### src/hdl/mtf_pkg.sv
// mtf_pkg: sizes, codes and payload types of the move-to-front lru table
// no dependencies
`timescale 1ns / 1ps

package mtf_pkg;

  localparam int unsigned ENTRIES     = 16;
  localparam int unsigned KEY_BITS    = 32;
  localparam int unsigned HANDLE_BITS = 16;

  localparam logic ACT_LOOKUP = 1'b0;
  localparam logic ACT_INSERT = 1'b1;

  typedef enum logic [1:0] {
    ST_IDLE = 2'b01,
    ST_UPD  = 2'b10
  } state_e;

  typedef struct packed {
    logic                   action;
    logic [KEY_BITS-1:0]    key;
    logic [HANDLE_BITS-1:0] handle;
  } mtf_req_t;

  typedef struct packed {
    logic                   hit;
    logic [HANDLE_BITS-1:0] found_handle;
    logic                   release_valid;
    logic [HANDLE_BITS-1:0] release_handle;
  } mtf_rsp_t;

  // entry contents handed from one cell to the next
  typedef struct packed {
    logic                   valid;
    logic [KEY_BITS-1:0]    key;
    logic [HANDLE_BITS-1:0] handle;
  } mtf_entry_t;

  // front-to-back search chain
  typedef struct packed {
    logic                   hit;
    logic [HANDLE_BITS-1:0] found;
  } mtf_chain_t;

  // broadcast from the controller to every cell
  typedef struct packed {
    logic                cmp_en;
    logic [KEY_BITS-1:0] key;
    logic                upd_en;
    logic                any_hit;
    logic                insert;
  } mtf_ctrl_t;

endpackage

### src/hdl/mtf_cell.sv
// mtf_cell: one slot of the recency-ordered table
// holds an entry, compares its key and shifts from its front neighbor
// depends on mtf_pkg
`timescale 1ns / 1ps

module mtf_cell import mtf_pkg::*; (
  input  logic       clk_i,
  input  logic       rst_ni,
  input  mtf_ctrl_t  ctrl_i,
  input  mtf_entry_t prev_i,
  output mtf_entry_t entry_o,
  input  mtf_chain_t chain_i,
  output mtf_chain_t chain_o
);

  logic                   valid_q;
  logic [KEY_BITS-1:0]    key_q;
  logic [HANDLE_BITS-1:0] handle_q;
  logic                   match_q;
  logic                   first;
  logic                   move;

  assign first = match_q && !chain_i.hit;
  assign move  = ctrl_i.upd_en && (ctrl_i.any_hit ? !chain_i.hit : ctrl_i.insert);

  assign chain_o.hit   = chain_i.hit || match_q;
  assign chain_o.found = chain_i.found | (first ? handle_q : '0);

  assign entry_o.valid  = valid_q;
  assign entry_o.key    = key_q;
  assign entry_o.handle = handle_q;

  always_ff @(posedge clk_i or negedge rst_ni) begin
    if (!rst_ni) begin
      valid_q <= 1'b0;
      match_q <= 1'b0;
    end else begin
      if (ctrl_i.cmp_en) begin
        match_q <= valid_q && (key_q == ctrl_i.key);
      end
      if (move) begin
        valid_q <= prev_i.valid;
      end
    end
  end

  always_ff @(posedge clk_i) begin
    if (move) begin
      key_q    <= prev_i.key;
      handle_q <= prev_i.handle;
    end
  end

endmodule

### config.mk
export PLATFORM = sky130hd
export DESIGN_NAME = mtf_cell
export DESIGN_NICKNAME = d
export VERILOG_FILES = /design/src/hdl/mtf_pkg.sv /design/src/hdl/mtf_cell.sv
export SDC_FILE = /design/constraint.sdc
export NUM_CORES = 1
export LEC_CHECK = 0
export BUFFER_PORTS_ARGS = -buffer_cell sky130_fd_sc_hd__buf_2
export CORE_UTILIZATION = 38
export DETAILED_ROUTE_END_ITERATION = 10
export GPL_ROUTABILITY_DRIVEN = 0
export MAX_ROUTING_LAYER = met4
export PLACE_DENSITY = 0.77
export RECOVER_POWER = 25
export REMOVE_ABC_BUFFERS = 1
export SLEW_MARGIN = 0
export SYNTH_ARGS = -nofsm -noshare
export SYNTH_HDL_FRONTEND = slang
export SYNTH_SLANG_ARGS = --single-unit
export TNS_END_PERCENT = 10
### constraint.sdc
create_clock -name clk_i -period 2.05 [get_ports clk_i]
set_clock_uncertainty 0.2 [all_clocks]
set_input_delay 0.41 -clock clk_i [delete_from_list [all_inputs] [get_ports clk_i]]
set_output_delay 0.41 -clock clk_i [all_outputs]
set_load 0.05 [all_outputs]
==> metrics.txt <==
status finished clean; fmax 503.2 MHz; Initial Utilization 0.3965; critical-path cell list xor2_1 > nor4_1 > buf_4 > nand4_1 > or4_4 > o22ai_2; Final Hold Vio Count 0; met3 wire len 358 µm; Hold WC Path Type input port to flop; Filler cells 432; Diodes inserted 0; # rows 26; Synth top cells by count edfxtp_1, xor2_1, a21o_1; Initial DRC Count 78; Required @ worst endpoint 2.07 ns; largest area contributor in the netlist edfxtp_1; pwr/cell area 836.9 nW/µm²; fin. max-slew vios 0; clk buf depth 2; GRT Util Overall 0.1793; io pins 170; worst-margin pin slew 0.3074 ns; crit path capture type flop; RSZ-0062 raised after global routing yes; global-route wire length before repair 6.906 mm; pin count of the biggest net entering global routing 34; CP Class flop to flop; post-synthesis xor/xnor area fraction 0.1375; Distinct cells, synth 19; multiplexer share of the synthesized area 0.005525; Leak 1.500 nW; number of synthesized flops with an enable pin 48; chip width 75.24 µm; post-detailed-route count of antenna-violating nets 0; die area 5660 µm²; gr ovfl total 0; Synth Flop Type edfxtp_1; Mapped Area 2038 µm²; final core area utilization 0.6207; final period utilization 0.9695; CTS tree done; Final min period 1.987 ns; FF/Latch Area 1491 µm²; peak fanout along the critical path 2; Post-Synth Simple-Gate Area 0.04788; r2r worst-path depth 6; Max IR drop VDD 0.4670 mV; Worst-Skew Late Latency 0.29 ns; Crit path max-delay family simple AND/OR/NAND/NOR gates; clock-pin slew on the worst setup and hold paths 0.09 ns; most frequent cell after synthesis edfxtp_1; Adder-Cell Fraction of Synth Area 0; Post-Syn Instances 118; max incr delay on CP 0.50 ns; setup violators final 0; Worst Path Arrival 2.01 ns; Setup Buffers After CTS 0; Buf/Inv on CP 1; antenna violations before repair 0; Synth warnings 0; area occupied by multi-input gates 543.0 µm²; Port Buffers 169; Total Wirelength 5.127 mm; clock root buffer clkbuf_8; core outline area 5140 µm²; main combinational cell family by area after synthesis XOR/XNOR gates; vias per cell 4.428; hold path cells 1; share of cells above drive strength 1 0.6321; share of the synthesized area in the top cell type 0.7072; CTS buffer count 5; critical path depth 6; Syn-to-layout area delta 56.54%; Chip Height 75.24 µm; met1 wire length 1.890 mm; Slew HR 0.7932; CP max-delay cell or4_4; WL per Instance 13.89 µm; Synth async-reset ratio 0.04000; ranking of synthesized cells by area edfxtp_1, xor2_1, a21o_1, xnor2_1, dfrtp_1; CTS sink count 50; DR WL met2 2.801 mm; total power 2.670 mW; top sig layer met4; Compound-Gate Fraction of Synth Area 0.06998; nets@finish 402; syn_area_per_cell 17.27 µm²; drt first pass iters 4; routed via count 1,634; DRC Markers 0; crit start category flop; H-tree depth 2; maxcap violations 0; sequential area share after synthesis 0.7317; FF+latch count, synth 50; post-DP HPWL 3.994 mm; vias in the first global route 1,477
==> power by group <==
group	switching [mW]	internal, mW
clock network	0.296	0.398
registers	0.0511	1.22
logic	0.495	0.210
==> what timing repair did <==
item                                    in CTS  in global routing
pin swaps                                    1                  2
gates resized for setup                      0                 22
endpoints found under the hold margin        2                  0
gates cloned                                 0                  1
endpoints found under the setup margin       1                 17
hold buffers                                 1                  0
==> registers in the layout, indices dropped and copies added, names as in the netlist <==
name      cells
handle_q     16
match_q       1
valid_q       1
key_q        32
==> cells in the final DEF (no fill, tap or decap), drive strengths merged, types with 2 or more instances in the layout <==
cell	instances
buf	160
nor4	5
xor2	20
edfxtp	48
xnor2	12
a21o	16
dfrtp	2
nand4	4
clkbuf	21
==> stage by stage <==
stage	cells	area [µm²]	setup WS [ns]	TNS, ns	hold slack (ns)
after floorplan	116	2027	-0.2104	-3.466	-0.08559
after global placement	359	3003	-0.07164	-0.07164	0.003587
after detailed placement	359	3003	-0.1050	-0.1050	0.002107
after CTS	368	3129	0.01228	0	0.06928
after global routing	369	3191	-0.02351	-0.02351	0.06169
final	369	3191	0.06256	0	0.08226
==> worst register-to-register path: stages, from the launching register on <==
cell	delay, ns
edfxtp_1	0.42
xor2_1	0.16
nor4_1	0.27
buf_4	0.16
nand4_1	0.12
or4_4	0.50
o22ai_2	0.09
==> worst paths after layout <==
kind	start	to	slack, ns
min in group asynchronous	rst_ni	valid_q$_DFFE_PN0P_	0.23
min reg2reg	valid_q$_DFFE_PN0P_	valid_q$_DFFE_PN0P_	0.34
max	key_q[16]$_DFFE_PP_	match_q$_DFFE_PN0P_	0.06
min	prev_i[25]	key_q[9]$_DFFE_PP_	0.08
max in group asynchronous	rst_ni	match_q$_DFFE_PN0P_	1.32
max reg2reg	key_q[16]$_DFFE_PP_	match_q$_DFFE_PN0P_	0.06
==> logic make-up (layout without fill, tap and decap cells) <==
logic type | after synthesis | in the layout
XOR/XNOR | 32 | 32
flip-flops | 50 | 50
multiplexers | 1 | 1
buffers and inverters | 3 | 184
AND/OR/NAND/NOR | 14 | 14
AO/OA/AOI/OAI | 18 | 18
==> metal layers <==
metal | track usage | up-vias
met3 | 0.04819 | 8
met1 | 0.1996 | 743
met2 | 0.3113 | 82
met4 | 0.06173 | 0
li1 | - | 801
met5 | - | -
==> cell type report <==
cell class | count | area share
clock buffer | 7 | 0.02706
clock inverter | 1 | 0.009412
inverter | 1 | 0.001176
multi-input combinational | 65 | 0.1702
sequential | 50 | 0.4675
tap | 70 | 0.02745
timing repair buffer | 175 | 0.2973
Note: power is estimated with default switching activity, not from simulation.
